### src/mbrtu_pkg.sv
// ----------------------------------------------------------------------------
// mbrtu_pkg
// shared constants and codes for the modbus rtu request parser
// ----------------------------------------------------------------------------
package mbrtu_pkg;

   // field widths
   localparam int unsigned ByteW  = 8;
   localparam int unsigned CountW = 9;
   localparam int unsigned CrcW   = 16;
   localparam int unsigned TickW  = 16;
   localparam int unsigned KindW  = 2;
   localparam int unsigned CsrW   = 16;

   // event kinds on the request channel
   localparam logic EvByte = 1'b0;
   localparam logic EvTick = 1'b1;

   // result kinds on the response channel
   localparam logic [KindW-1:0] ResData   = 2'd0;
   localparam logic [KindW-1:0] ResGood   = 2'd1;
   localparam logic [KindW-1:0] ResCrcErr = 2'd2;

   // register indexes
   localparam logic CsrSlaveAddr = 1'b0;
   localparam logic CsrTimeout   = 1'b1;

   // register reset values
   localparam logic [ByteW-1:0] SlaveAddrReset = 8'd1;
   localparam logic [TickW-1:0] TimeoutReset   = 16'd10;

   // crc-16/modbus
   localparam logic [CrcW-1:0] CrcInit = 16'hFFFF;
   localparam logic [CrcW-1:0] CrcPoly = 16'hA001;

   // function codes and data lengths
   localparam logic [ByteW-1:0]  FnFirstShort  = 8'd1;
   localparam logic [ByteW-1:0]  FnLastShort   = 8'd6;
   localparam logic [ByteW-1:0]  FnWriteMulti  = 8'd16;
   localparam logic [CountW-1:0] ShortLen      = 9'd4;
   localparam logic [CountW-1:0] MultiHdrLen   = 9'd5;

   localparam logic [TickW-1:0] TickMax = 16'hFFFF;

endpackage

### src/mbrtu_req_if.sv
// ----------------------------------------------------------------------------
// mbrtu_req_if
// request channel: received bytes and millisecond ticks
// ----------------------------------------------------------------------------
interface mbrtu_req_if;
   logic                          valid;
   logic                          ready;
   logic                          kind;
   logic [mbrtu_pkg::ByteW-1:0]   rx_byte;

   modport source (output valid, output kind, output rx_byte, input ready);
   modport sink   (input valid, input kind, input rx_byte, output ready);
endinterface

### src/mbrtu_rsp_if.sv
// ----------------------------------------------------------------------------
// mbrtu_rsp_if
// response channel: data bytes and frame end results
// ----------------------------------------------------------------------------
interface mbrtu_rsp_if;
   logic                           valid;
   logic                           ready;
   logic [mbrtu_pkg::KindW-1:0]    result_kind;
   logic [mbrtu_pkg::ByteW-1:0]    payload_byte;
   logic [mbrtu_pkg::CountW-1:0]   byte_index;
   logic [mbrtu_pkg::ByteW-1:0]    function_code;
   logic [mbrtu_pkg::CountW-1:0]   frame_length;
   logic                           last;

   modport source (output valid, output result_kind, output payload_byte,
                   output byte_index, output function_code, output frame_length,
                   output last, input ready);
   modport sink   (input valid, input result_kind, input payload_byte,
                   input byte_index, input function_code, input frame_length,
                   input last, output ready);
endinterface

### src/mbrtu_crc16_byte.sv
// ----------------------------------------------------------------------------
// mbrtu_crc16_byte
// one byte step of crc-16/modbus, reflected, lsb first
// ----------------------------------------------------------------------------
module mbrtu_crc16_byte (
   input  logic [mbrtu_pkg::CrcW-1:0]  crc_in,
   input  logic [mbrtu_pkg::ByteW-1:0] data_in,
   output logic [mbrtu_pkg::CrcW-1:0]  crc_out
);

   always_comb begin
      logic [mbrtu_pkg::CrcW-1:0] c;
      c = crc_in ^ {{(mbrtu_pkg::CrcW-mbrtu_pkg::ByteW){1'b0}}, data_in};
      for (int i = 0; i < mbrtu_pkg::ByteW; i++) begin
         if (c[0]) begin
            c = (c >> 1) ^ mbrtu_pkg::CrcPoly;
         end else begin
            c = c >> 1;
         end
      end
      crc_out = c;
   end

endmodule

### src/modbus_rtu_request_parser_core.sv
// ----------------------------------------------------------------------------
// modbus_rtu_request_parser_core
// modbus rtu slave request parser with crc-16/modbus check
// ----------------------------------------------------------------------------
// The parser takes one event per transfer on req_chan: a received byte
// (kind 0) or a one millisecond tick (kind 1). In idle it waits for a byte
// equal to slave_address, then takes the function code. Codes 1 to 6 carry
// four data bytes, code 16 carries five header bytes plus the count found in
// data byte 4, every other code carries none. Each data byte leaves on
// rsp_chan as it arrives, with its index; after the two crc bytes (low byte
// first) a single frame end transfer reports good or crc error together with
// the data length, and the parser returns to idle. While a frame is open,
// ticks count up and once more than timeout_ticks have passed since the last
// byte the frame is dropped without any result. Events are taken at one per
// clock: an input register holds the event, one pass of logic (the bytewise
// crc update is the longest path) updates the parser state and loads the
// output register. req_chan.ready drops only while the output register is
// full and not being taken and the input register is also occupied. The
// registers are written through csr_we/csr_index/csr_wdata; the user must
// write them only while the parser is idle, the block does not enforce it.
// ----------------------------------------------------------------------------
module modbus_rtu_request_parser_core (
   input  logic                         clock,
   input  logic                         reset,
   mbrtu_req_if.sink                    req_chan,
   mbrtu_rsp_if.source                  rsp_chan,
   input  logic                         csr_we,
   input  logic                         csr_index,
   input  logic [mbrtu_pkg::CsrW-1:0]   csr_wdata
);

   // parser phases
   localparam logic [2:0] PhIdle = 3'd0;
   localparam logic [2:0] PhFunc = 3'd1;
   localparam logic [2:0] PhData = 3'd2;
   localparam logic [2:0] PhCrcL = 3'd3;
   localparam logic [2:0] PhCrcH = 3'd4;

   // configuration registers
   logic [mbrtu_pkg::ByteW-1:0]  slave_addr_ff;
   logic [mbrtu_pkg::TickW-1:0]  timeout_ff;

   // input register
   logic                         in_valid_ff;
   logic                         in_kind_ff;
   logic [mbrtu_pkg::ByteW-1:0]  in_byte_ff;

   // parser state
   logic [2:0]                   phase_ff, phase_in;
   logic [mbrtu_pkg::ByteW-1:0]  func_ff, func_in;
   logic [mbrtu_pkg::CrcW-1:0]   crc_ff, crc_in;
   logic [mbrtu_pkg::ByteW-1:0]  crc_low_ff, crc_low_in;
   logic [mbrtu_pkg::CountW-1:0] count_ff, count_in;
   logic [mbrtu_pkg::CountW-1:0] expect_ff, expect_in;
   logic [mbrtu_pkg::TickW-1:0]  ticks_ff, ticks_in;

   // output register
   logic                         out_valid_ff, out_valid_in;
   logic [mbrtu_pkg::KindW-1:0]  out_kind_ff, out_kind_in;
   logic [mbrtu_pkg::ByteW-1:0]  out_byte_ff, out_byte_in;
   logic [mbrtu_pkg::CountW-1:0] out_index_ff, out_index_in;
   logic [mbrtu_pkg::ByteW-1:0]  out_func_ff, out_func_in;
   logic [mbrtu_pkg::CountW-1:0] out_len_ff, out_len_in;
   logic                         out_last_ff, out_last_in;

   // handshake control
   logic out_free;
   logic advance;
   logic req_take;
   logic res_valid;

   // crc datapath
   logic [mbrtu_pkg::CrcW-1:0]   crc_seed;
   logic [mbrtu_pkg::CrcW-1:0]   crc_next;
   logic [mbrtu_pkg::CountW-1:0] count_plus;
   logic [mbrtu_pkg::TickW-1:0]  ticks_inc;
   logic [mbrtu_pkg::CrcW-1:0]   crc_rx;

   // output register frees when empty or being taken this cycle
   assign out_free = !out_valid_ff || rsp_chan.ready;
   assign advance  = in_valid_ff && out_free;
   assign req_chan.ready = !in_valid_ff || advance;
   assign req_take = req_chan.valid && req_chan.ready;

   // the address byte starts a fresh crc
   assign crc_seed = (phase_ff == PhIdle) ? mbrtu_pkg::CrcInit : crc_ff;

   mbrtu_crc16_byte u_crc (
      .crc_in  (crc_seed),
      .data_in (in_byte_ff),
      .crc_out (crc_next)
   );

   assign count_plus = count_ff + 9'd1;
   assign ticks_inc  = (ticks_ff != mbrtu_pkg::TickMax) ? ticks_ff + 16'd1 : ticks_ff;
   assign crc_rx     = {in_byte_ff, crc_low_ff};

   // one pass of the parser for the event in the input register
   always_comb begin
      phase_in   = phase_ff;
      func_in    = func_ff;
      crc_in     = crc_ff;
      crc_low_in = crc_low_ff;
      count_in   = count_ff;
      expect_in  = expect_ff;
      ticks_in   = ticks_ff;

      res_valid    = 1'b0;
      out_kind_in  = mbrtu_pkg::ResData;
      out_byte_in  = in_byte_ff;
      out_index_in = count_ff;
      out_func_in  = func_ff;
      out_len_in   = '0;
      out_last_in  = 1'b0;

      if (in_kind_ff == mbrtu_pkg::EvTick) begin
         // timeout only runs inside a frame
         if (phase_ff != PhIdle) begin
            ticks_in = ticks_inc;
            if (ticks_inc > timeout_ff) begin
               phase_in   = PhIdle;
               func_in    = '0;
               crc_in     = mbrtu_pkg::CrcInit;
               crc_low_in = '0;
               count_in   = '0;
               expect_in  = '0;
               ticks_in   = '0;
            end
         end
      end else begin
         ticks_in = '0;
         case (phase_ff)
            PhIdle: begin
               if (in_byte_ff == slave_addr_ff) begin
                  crc_in   = crc_next;
                  phase_in = PhFunc;
               end
            end
            PhFunc: begin
               func_in  = in_byte_ff;
               crc_in   = crc_next;
               count_in = '0;
               if (in_byte_ff >= mbrtu_pkg::FnFirstShort &&
                   in_byte_ff <= mbrtu_pkg::FnLastShort) begin
                  expect_in = mbrtu_pkg::ShortLen;
                  phase_in  = PhData;
               end else if (in_byte_ff == mbrtu_pkg::FnWriteMulti) begin
                  expect_in = mbrtu_pkg::MultiHdrLen;
                  phase_in  = PhData;
               end else begin
                  // no data field, straight to the crc
                  expect_in = '0;
                  phase_in  = PhCrcL;
               end
            end
            PhData: begin
               res_valid = 1'b1;
               count_in  = count_plus;
               crc_in    = crc_next;
               // byte count of write-multiple sets the total length
               if (func_ff == mbrtu_pkg::FnWriteMulti &&
                   count_plus == mbrtu_pkg::MultiHdrLen) begin
                  expect_in = {1'b0, in_byte_ff} + mbrtu_pkg::MultiHdrLen;
                  if (count_plus >= {1'b0, in_byte_ff} + mbrtu_pkg::MultiHdrLen) begin
                     phase_in = PhCrcL;
                  end
               end else if (count_plus >= expect_ff) begin
                  phase_in = PhCrcL;
               end
            end
            PhCrcL: begin
               crc_low_in = in_byte_ff;
               phase_in   = PhCrcH;
            end
            PhCrcH: begin
               res_valid    = 1'b1;
               out_kind_in  = (crc_rx == crc_ff) ? mbrtu_pkg::ResGood
                                                 : mbrtu_pkg::ResCrcErr;
               out_byte_in  = '0;
               out_index_in = '0;
               out_len_in   = count_ff;
               out_last_in  = 1'b1;
               phase_in     = PhIdle;
               func_in      = '0;
               crc_in       = mbrtu_pkg::CrcInit;
               crc_low_in   = '0;
               count_in     = '0;
               expect_in    = '0;
            end
            default: begin
               phase_in   = PhIdle;
               func_in    = '0;
               crc_in     = mbrtu_pkg::CrcInit;
               crc_low_in = '0;
               count_in   = '0;
               expect_in  = '0;
            end
         endcase
      end
   end

   // output register keeps a stalled result, loads a new one on advance
   always_comb begin
      if (advance) begin
         out_valid_in = res_valid;
      end else begin
         out_valid_in = out_valid_ff && !rsp_chan.ready;
      end
   end

   // configuration writes
   always_ff @(posedge clock) begin
      if (reset) begin
         slave_addr_ff <= mbrtu_pkg::SlaveAddrReset;
         timeout_ff    <= mbrtu_pkg::TimeoutReset;
      end else if (csr_we) begin
         case (csr_index)
            mbrtu_pkg::CsrSlaveAddr: slave_addr_ff <= csr_wdata[mbrtu_pkg::ByteW-1:0];
            mbrtu_pkg::CsrTimeout:   timeout_ff    <= csr_wdata[mbrtu_pkg::TickW-1:0];
            default: begin
            end
         endcase
      end
   end

   // input register
   always_ff @(posedge clock) begin
      if (reset) begin
         in_valid_ff <= 1'b0;
      end else if (req_chan.ready) begin
         in_valid_ff <= req_take;
      end
   end

   always_ff @(posedge clock) begin
      if (req_take) begin
         in_kind_ff <= req_chan.kind;
         in_byte_ff <= req_chan.rx_byte;
      end
   end

   // parser state
   always_ff @(posedge clock) begin
      if (reset) begin
         phase_ff   <= PhIdle;
         func_ff    <= '0;
         crc_ff     <= mbrtu_pkg::CrcInit;
         crc_low_ff <= '0;
         count_ff   <= '0;
         expect_ff  <= '0;
         ticks_ff   <= '0;
      end else if (advance) begin
         phase_ff   <= phase_in;
         func_ff    <= func_in;
         crc_ff     <= crc_in;
         crc_low_ff <= crc_low_in;
         count_ff   <= count_in;
         expect_ff  <= expect_in;
         ticks_ff   <= ticks_in;
      end
   end

   // output register
   always_ff @(posedge clock) begin
      if (reset) begin
         out_valid_ff <= 1'b0;
      end else begin
         out_valid_ff <= out_valid_in;
      end
   end

   always_ff @(posedge clock) begin
      if (advance && res_valid) begin
         out_kind_ff  <= out_kind_in;
         out_byte_ff  <= out_byte_in;
         out_index_ff <= out_index_in;
         out_func_ff  <= out_func_in;
         out_len_ff   <= out_len_in;
         out_last_ff  <= out_last_in;
      end
   end

   assign rsp_chan.valid         = out_valid_ff;
   assign rsp_chan.result_kind   = out_kind_ff;
   assign rsp_chan.payload_byte  = out_byte_ff;
   assign rsp_chan.byte_index    = out_index_ff;
   assign rsp_chan.function_code = out_func_ff;
   assign rsp_chan.frame_length  = out_len_ff;
   assign rsp_chan.last          = out_last_ff;

endmodule

### src/flat_wrapper.sv
// flat-port wrapper written by rule: the top's interface ports become plain ports
module modbus_rtu_request_parser_core_flat 
  (clock, reset, csr_we, csr_index, csr_wdata, req_chan_valid, req_chan_kind, req_chan_rx_byte, req_chan_ready, rsp_chan_valid, rsp_chan_result_kind, rsp_chan_payload_byte, rsp_chan_byte_index, rsp_chan_function_code, rsp_chan_frame_length, rsp_chan_last, rsp_chan_ready);
  mbrtu_req_if req_chan_i ();
  mbrtu_rsp_if rsp_chan_i ();
  input  logic clock;
  input  logic reset;
  input  logic csr_we;
  input  logic csr_index;
  input  logic [mbrtu_pkg::CsrW-1:0] csr_wdata;
  input wire logic [$bits(req_chan_i.valid)-1:0] req_chan_valid;
  input wire logic [$bits(req_chan_i.kind)-1:0] req_chan_kind;
  input wire logic [$bits(req_chan_i.rx_byte)-1:0] req_chan_rx_byte;
  output wire logic [$bits(req_chan_i.ready)-1:0] req_chan_ready;
  output wire logic [$bits(rsp_chan_i.valid)-1:0] rsp_chan_valid;
  output wire logic [$bits(rsp_chan_i.result_kind)-1:0] rsp_chan_result_kind;
  output wire logic [$bits(rsp_chan_i.payload_byte)-1:0] rsp_chan_payload_byte;
  output wire logic [$bits(rsp_chan_i.byte_index)-1:0] rsp_chan_byte_index;
  output wire logic [$bits(rsp_chan_i.function_code)-1:0] rsp_chan_function_code;
  output wire logic [$bits(rsp_chan_i.frame_length)-1:0] rsp_chan_frame_length;
  output wire logic [$bits(rsp_chan_i.last)-1:0] rsp_chan_last;
  input wire logic [$bits(rsp_chan_i.ready)-1:0] rsp_chan_ready;
  assign req_chan_i.valid = req_chan_valid;
  assign req_chan_i.kind = req_chan_kind;
  assign req_chan_i.rx_byte = req_chan_rx_byte;
  assign req_chan_ready = req_chan_i.ready;
  assign rsp_chan_valid = rsp_chan_i.valid;
  assign rsp_chan_result_kind = rsp_chan_i.result_kind;
  assign rsp_chan_payload_byte = rsp_chan_i.payload_byte;
  assign rsp_chan_byte_index = rsp_chan_i.byte_index;
  assign rsp_chan_function_code = rsp_chan_i.function_code;
  assign rsp_chan_frame_length = rsp_chan_i.frame_length;
  assign rsp_chan_last = rsp_chan_i.last;
  assign rsp_chan_i.ready = rsp_chan_ready;
  modbus_rtu_request_parser_core u_core (.clock(clock), .reset(reset), .req_chan(req_chan_i), .rsp_chan(rsp_chan_i), .csr_we(csr_we), .csr_index(csr_index), .csr_wdata(csr_wdata));
endmodule
### config.mk
export PLATFORM = sky130hd
export DESIGN_NAME = modbus_rtu_request_parser_core_flat
export DESIGN_NICKNAME = d
export VERILOG_FILES = /design/src/mbrtu_pkg.sv /design/src/mbrtu_req_if.sv /design/src/mbrtu_rsp_if.sv /design/src/mbrtu_crc16_byte.sv /design/src/modbus_rtu_request_parser_core.sv /design/src/flat_wrapper.sv
export SDC_FILE = /design/constraint.sdc
export NUM_CORES = 1
export LEC_CHECK = 0
export ABC_AREA = 1
export BUFFER_PORTS_ARGS = -buffer_cell sky130_fd_sc_hd__buf_2
export CAP_MARGIN = 20
export CORE_MARGIN = 1
export CORE_UTILIZATION = 52
export DETAILED_ROUTE_END_ITERATION = 8
export PLACE_DENSITY = 0.72
export RECOVER_POWER = 50
export SLEW_MARGIN = 30
export SYNTH_ARGS = -nofsm -noshare
export SYNTH_HDL_FRONTEND = slang
export SYNTH_SLANG_ARGS = --single-unit
### constraint.sdc
create_clock -name clock -period 6.1 [get_ports clock]
set_clock_uncertainty 0.05 [all_clocks]
set_input_delay 0.915 -clock clock [delete_from_list [all_inputs] [get_ports clock]]
set_output_delay 0.915 -clock clock [all_outputs]
set_load 0.05 [all_outputs]
==> Yosys cells after proc, flatten, opt, wreduce, memory -nomap -nowiden <==
Cells that the tools add are included.
{ "word_totals": {"regBits": 141, "inputBits": 31} }
{ "classes": {"addsub": 3, "order_cmp": 5, "eq_ne": 20, "mux": 52, "bitwise_logic": 11, "n_reduce_logical": 28} }
{ "op_table": {"columns": ["cell", "n"], "rows": [
  ["16-bit 2-to-1 mux", 17],
  ["9-bit 2-to-1 mux", 8],
  ["8-bit 2-to-1 mux", 6],
  ["16-bit case mux with 3 select lines", 1],
  ["8-bit case mux with 2 select lines", 2],
  ["3-bit 2-to-1 mux", 9],
  ["9-bit case mux with 3 select lines", 1],
  ["2-bit NOT with 3-bit output", 8],
  ["9-bit >= comparator", 2],
  ["9-bit case mux with 2 select lines", 1],
  ["16-bit by 1-bit adder with 16-bit output (second input constant)", 1],
  ["16-bit equality test", 1],
  ["8-bit by 5-bit equality test with 1-bit output (second input constant)", 2],
  ["16-bit greater-than comparator", 1],
  ["16-bit inequality test (second input constant)", 1],
  ["16-bit by 8-bit bitwise XOR with 16-bit output", 1],
  ["3-bit case mux with 4 select lines", 1],
  ["4-bit AND reduction", 3],
  ["5-bit AND reduction", 2],
  ["8-bit by 3-bit adder with 9-bit output (second input constant)", 1],
  ["9-bit by 1-bit adder with 9-bit output (second input constant)", 1],
  ["9-bit by 3-bit equality test with 1-bit output (second input constant)", 1],
  ["8-bit equality test", 1],
  ["8-bit by 1-bit >= comparator with 1-bit output (second input constant)", 1],
  ["other kinds (22)", 46]
]} }

==> Longest topological paths before layout <==
{ "depth": {"depth_word": 22, "depth_mapped": 28} }

==> Modules after synthesis <==
Synthesis repeated with hierarchy kept, for this count alone.
{ "hier_totals": {"hier_cells": 1074, "area_unflattened_um2": 8072.7} }
{ "by_module_without_submodules": {"columns": ["module", "n_inst", "cells_per_inst", "area_per_inst_um2", "seq_area_each_um2"], "rows": [
  ["modbus_rtu_request_parser_core", 1, 1009, 7627.3, 3283.1],
  ["mbrtu_crc16_byte", 1, 65, 445.4, 0.0]
]} }

==> Least setup slack after synthesis <==
Ideal clock, no wire load.
{ "synth_timing": {"kind": "input -> register", "startpoint": "input rsp_chan_ready", "endpoint": "register u_core.out_index_ff, in the netlist u_core.rsp_chan.byte_index[0] (enable)", "setup_ps": 445, "arrival_ps": 2946, "required_time_ps": 5605, "slack_ps": 2658, "path_stages": 4, "path_buffers": 0, "path_cell_list": "inv_1 > nand2_1 > nand2_1 > a21oi_1"} }
{ "synth_via": {"elab_chain_len": 3} }
{ "synth_rtl": {"columns": ["item", "line_no", "text"], "rows": [
  ["start: declaration", "flat_wrapper.sv:22", "input wire logic [$bits(rsp_chan_i.ready)-1:0] rsp_chan_ready;"],
  ["1-bit logical OR", "modbus_rtu_request_parser_core.sv:80", "assign out_free = !out_valid_ff || rsp_chan.ready;"],
  ["1-bit logical AND", "modbus_rtu_request_parser_core.sv:81", "assign advance = in_valid_ff && out_free;"],
  ["1-bit logical AND", "modbus_rtu_request_parser_core.sv:273", "if (advance && res_valid) begin"],
  ["end signal: assignment", "modbus_rtu_request_parser_core.sv:276", "out_index_ff <= out_index_in;"],
  ["end: declaration", "modbus_rtu_request_parser_core.sv:61", "logic [mbrtu_pkg::CountW-1:0] out_index_ff, out_index_in;"]
]} }
No other way between the ends.
A chain may end at the register's enable or synchronous reset.

==> impl.org <==
** Run status
- The run finished, with violations left.
- Violations in the final reports :: max-capacitance violations, max-slew violations

** Pwr
- Across the VDD grid, the largest voltage drop is 190.7 uV.
- Of the total power, registers draw 0.456.
- After layout, the design draws a total of 2219 uW.
- Of the total power, the share spent switching nets is 0.2659.
- P_int :: 1629 uW
- Power spread over the standard cell area amounts to 255.8 nW/um^2.
- Of the total power, the clock network draws 0.458.
- Logic gate share of total power :: 0.086
- Leakage dissipation :: 0.003608 uW
- For this design the total switching power over the nets is 589.9 uW.

** Min path
- Class of the worst hold path :: flop to flop
- Worst hold start :: u_core.timeout_ff[4]

** GRT
- Grt total ovfl :: 0
- Largest net degree at the start of global routing :: 50
- Vias in the first global route :: around 6000
- Global router's overall resource usage :: 0.2529
- The first global-routing pass estimated 29300 microns of wire.
- The number of antenna violations at the first check in global routing is 0.

** Critical path
- CP Depth :: 5
- Destination of the critical timing path :: u_core.slave_addr_ff[7]
- The critical path goes through clkbuf_1 -> inv_1 -> clkbuf_1 -> o21ai_0 -> a21oi_1.
- The worst setup path is of the primary input to flop kind.
- Length in cells of the worst reg-to-reg path :: 27
- The setup check on the worst reg-to-reg path leaves a slack of 2.16 ns.
- On the critical path the largest part of the delay comes from buffers and inverters.
- In this run the worst setup path begins at reset.
- The worst register-to-register path begins at u_core.ticks_ff[6].
- WP buf/inv :: 3
- Arrival time at the worst endpoint :: 4.55 ns
- Largest driver fanout on the critical path :: 49
- The slowest stage of the critical path belongs to the cell sky130_fd_sc_hd__clkbuf_1.
- In this run the critical register-to-register path is captured at u_core.expect_ff[7].
- Endpoint type of the worst setup path :: flop
- Among the stages of the critical path, the cell type that occurs most often is sky130_fd_sc_hd__clkbuf_1.
- Longest individual stage delay on the worst path :: 1.85 ns
- The worst setup path is launched from a primary input.
- Data on the critical path is required at its endpoint by roughly 6.4 ns.

** Timing
- After layout, the worst setup slack is 1.812 ns.
- Number of setup violations in the final report :: 0
- Slew Viols, Final :: 90
- Unrepaired setup endpoints after global routing :: no
- Slew of the pin with the lowest slew margin :: 2.654 ns
- Post-route fraction of the period consumed by the critical path :: 0.7030
- Hold is met by 0.4190 ns.
- Based on the critical path, the design can be clocked at up to 0.2332 GHz.
- The worst path needs 4.288 ns of the cycle, external delays included.
- The final number of hold-violating endpoints came to 0.
- The worst pin sits at a relative slew slack of -0.7696.
- Setup total negative slack :: 0 ns

** Layout
- Layout area overhead :: 12.79%
- The final layout contains 1106 nets.
- For this run, the number of standard cells in the final layout without fillers is around 1200.
- Of the cells placed in the final design, the portion with a size suffix greater than 1 is 0.1128.
- Number of diodes :: 0

** Floorplan
- In this run the vertical extent of the chip is 123.6 microns.
- The core region is 14480 sq um.
- Placement Rows :: 44
- Count of pins on the block boundary :: 70
- Die width :: 123.6 microns
- Initial Utilization :: 0.5311
- The die covers around 15000 sq um.

** Yosys
- Synth Cell Area :: between 7000 and 8000 sq um
- Most common flop cell mapped by yosys :: sky130_fd_sc_hd__dfxtp_1
- Counting distinct cell types in the post-synthesis netlist gives 50.
- The average instance in the mapped netlist occupies about 8 sq um.
- Proportion of synthesized chip area in sequential cells :: 0.4269
- Share of flip-flops with an asynchronous set or reset :: 0
- For this run, the number of Yosys warnings is 0.
- Yosys attributes the largest share of cell area to sky130_fd_sc_hd__dfxtp_1 25%, sky130_fd_sc_hd__edfxtp_1 18%, sky130_fd_sc_hd__nand2_1 8.3%.
- Number of synthesized flops with an enable pin :: 46
- Number of storage elements in the synthesis netlist :: approximately 140
- Fraction of synthesized cell area taken by the top area cell type :: 0.2473
- Summed over all instances, the cell type with the most area after synthesis is sky130_fd_sc_hd__dfxtp_1.
- Mapped Cells :: around 970
- Counting every net in the synthesized netlist gives 1046.

** Clock tree
- CTS tree :: done
- After clock tree synthesis, the clock-pin slew on the worst setup and hold paths is 0.06 ns.
- The number of setup buffers added after CTS is 0.
- Clock network latency to the later pin of the worst-skew pair :: between 0.4 and 0.5 ns
- Buffers inserted during clock tree synthesis total 17.
- Clock Sinks :: around 140
- Cell at the root of the clock tree :: sky130_fd_sc_hd__clkbuf_16
- Hold repair after CTS inserted 0 buffers.
- Cells resized by post-CTS repair :: 0
- The longest clock path from root to sink contains 2 buffers.
- The H-tree was split into 4 levels.

** Placed design
- The number of placed instances, taps included, is 1198.
- Timing analysis after detailed placement gives a worst setup slack of 2.267 ns.
- During placement, the flow inserted port buffers numbering 69.
- The congestion estimate from routability-driven global placement came to 0.8700.
- Summed over all nets, the half-perimeter wirelength after detailed placement is about 13000 microns.

** Routing
- Initial DRC Count :: about 460
- Total number of vias :: 6526
- Total DRC errors in the routed layout :: 0
- Detailed Routing Iterations Pass 1 :: 5
- Average vias per placed instance :: 5.306
- For this block, the routed nets add up to 18300 microns of wire.
- Remaining number of nets flagged by the antenna check after routing :: 0
- After detailed routing, the average wire length per cell comes to 14.88 microns.

** Flow run
- The tool flagged a number of max-cap violations equal to 2.
## cell usage in the layout (no fill, tap or decap), drive strengths merged, types with 8 or more instances in the layout
cell type,instances
a21oi,94
buf,31
nand3,44
nand4,13
xnor2,16
inv,127
clkbuf,59
ha,42
dfxtp,95
nor2,136
o211ai,10
edfxtp,46
a22oi,8
xor2,22
nor3,16
clkinv,8
nand2,190
o21ai,63
## layout make-up
| type | count | area (sq um) |
|---|---|---|
| inverters | 121 | 454.2 |
| flip-flops and latches | 141 | 3283 |
| fillers | 1343 | 5806 |
| clock buffers | 17 | 425.4 |
| multi-input cells | 679 | 3791 |
| clock inverters | 15 | 151.4 |
| well taps | 184 | 230.2 |
| repair buffers | 73 | 337.8 |
## through the flow
| step | utilization | instance area (sq um) |
|---|---|---|
| after floorplan | - | 7690 |
| after global placement | 0.5617 | 8133 |
| after detailed placement | 0.5646 | 8175 |
| after CTS | 0.6045 | 8752 |
| after global routing | 0.5990 | 8673 |
| final | 0.5990 | 8673 |
## flip-flops by register name (all words and copies together) (netlist names), 2 cells and up
register and flops:
u_core.rsp_chan.function_code 8, u_core.crc_ff 16, u_core.in_byte_ff 8, u_core.expect_ff 9, u_core.rsp_chan.result_kind 2, u_core.rsp_chan.byte_index 9, u_core.rsp_chan.frame_length 9, u_core.timeout_ff 16
u_core.ticks_ff 16, u_core.count_ff 9, u_core.crc_low_ff 8, u_core.phase_ff 3, u_core.func_ff 8, u_core.rsp_chan.payload_byte 8, u_core.slave_addr_ff 8
## per-layer routing
| layer | global-route usage | wire length (microns) | vias up |
|---|---|---|---|
| met5 | 0 | 0 | - |
| met4 | 0.1092 | 524 | 0 |
| met3 | 0.04716 | 895 | 39 |
| met2 | 0.4160 | 8603 | 190 |
| met1 | 0.3233 | 8275 | 2968 |
| li1 | - | - | 3329 |
## kinds of logic (layout without fill, tap and decap cells)
family	count (synthesis)	after routing	share of synthesized area
XOR/XNOR	38	38	0.04621
flip-flops	141	141	0.4269
AND/OR/NAND/NOR	418	418	0.2502
adder cells (fa/ha/maj)	42	42	0.06834
AO/OA/AOI/OAI	181	181	0.1285
buffers and inverters	153	226	0.07973
## how the worst min path moves through the flow
stage	cells past startpoint	slack (ns)	to
2_1_floorplan	0	0.37	u_core.rsp_chan.function_code[0]
3_3_place_gp	0	0.39	u_core.rsp_chan.function_code[0]
3_5_place_dp	0	0.39	u_core.rsp_chan.function_code[7]
4_1_cts	0	0.42	u_core.rsp_chan.function_code[0]
5_1_grt	0	0.43	u_core.rsp_chan.function_code[1]
6_report	2	0.42	u_core.timeout_ff[4]
## power by group through the flow
| stage | Combinational [uW] | Sequential (uW) | Clock [uW] |
|---|---|---|---|
| 6_report | 191 | 1010 | 1020 |
| 5_1_grt | 215 | 1010 | 1070 |
| 4_1_cts | 190 | 1010 | 1030 |
| 3_5_place_dp | 189 | 1030 | 0 |
| 3_3_place_gp | 185 | 1030 | 0 |
| 2_1_floorplan | 145 | 1020 | 0 |
## synth_stat cells (all sizes together), types with 5 or more instances
cell / number
a21oi: 94
nand2: 190
edfxtp: 46
ha: 42
o21ai: 63
xor2: 22
buf: 18
clkbuf: 14
nand3: 44
inv: 118
nor4: 5
dfxtp: 95
nor2: 136
nand4: 13
xnor2: 16
o211ai: 10
nor3: 16
a22oi: 8
## worst min-delay path: stages (launching register included)
cell,delay (ns)
sky130_fd_sc_hd__dfxtp_1,0.30
sky130_fd_sc_hd__inv_1,0.07
sky130_fd_sc_hd__a21oi_1,0.06
No activity file was read; power rests on OpenSTA's default activity.
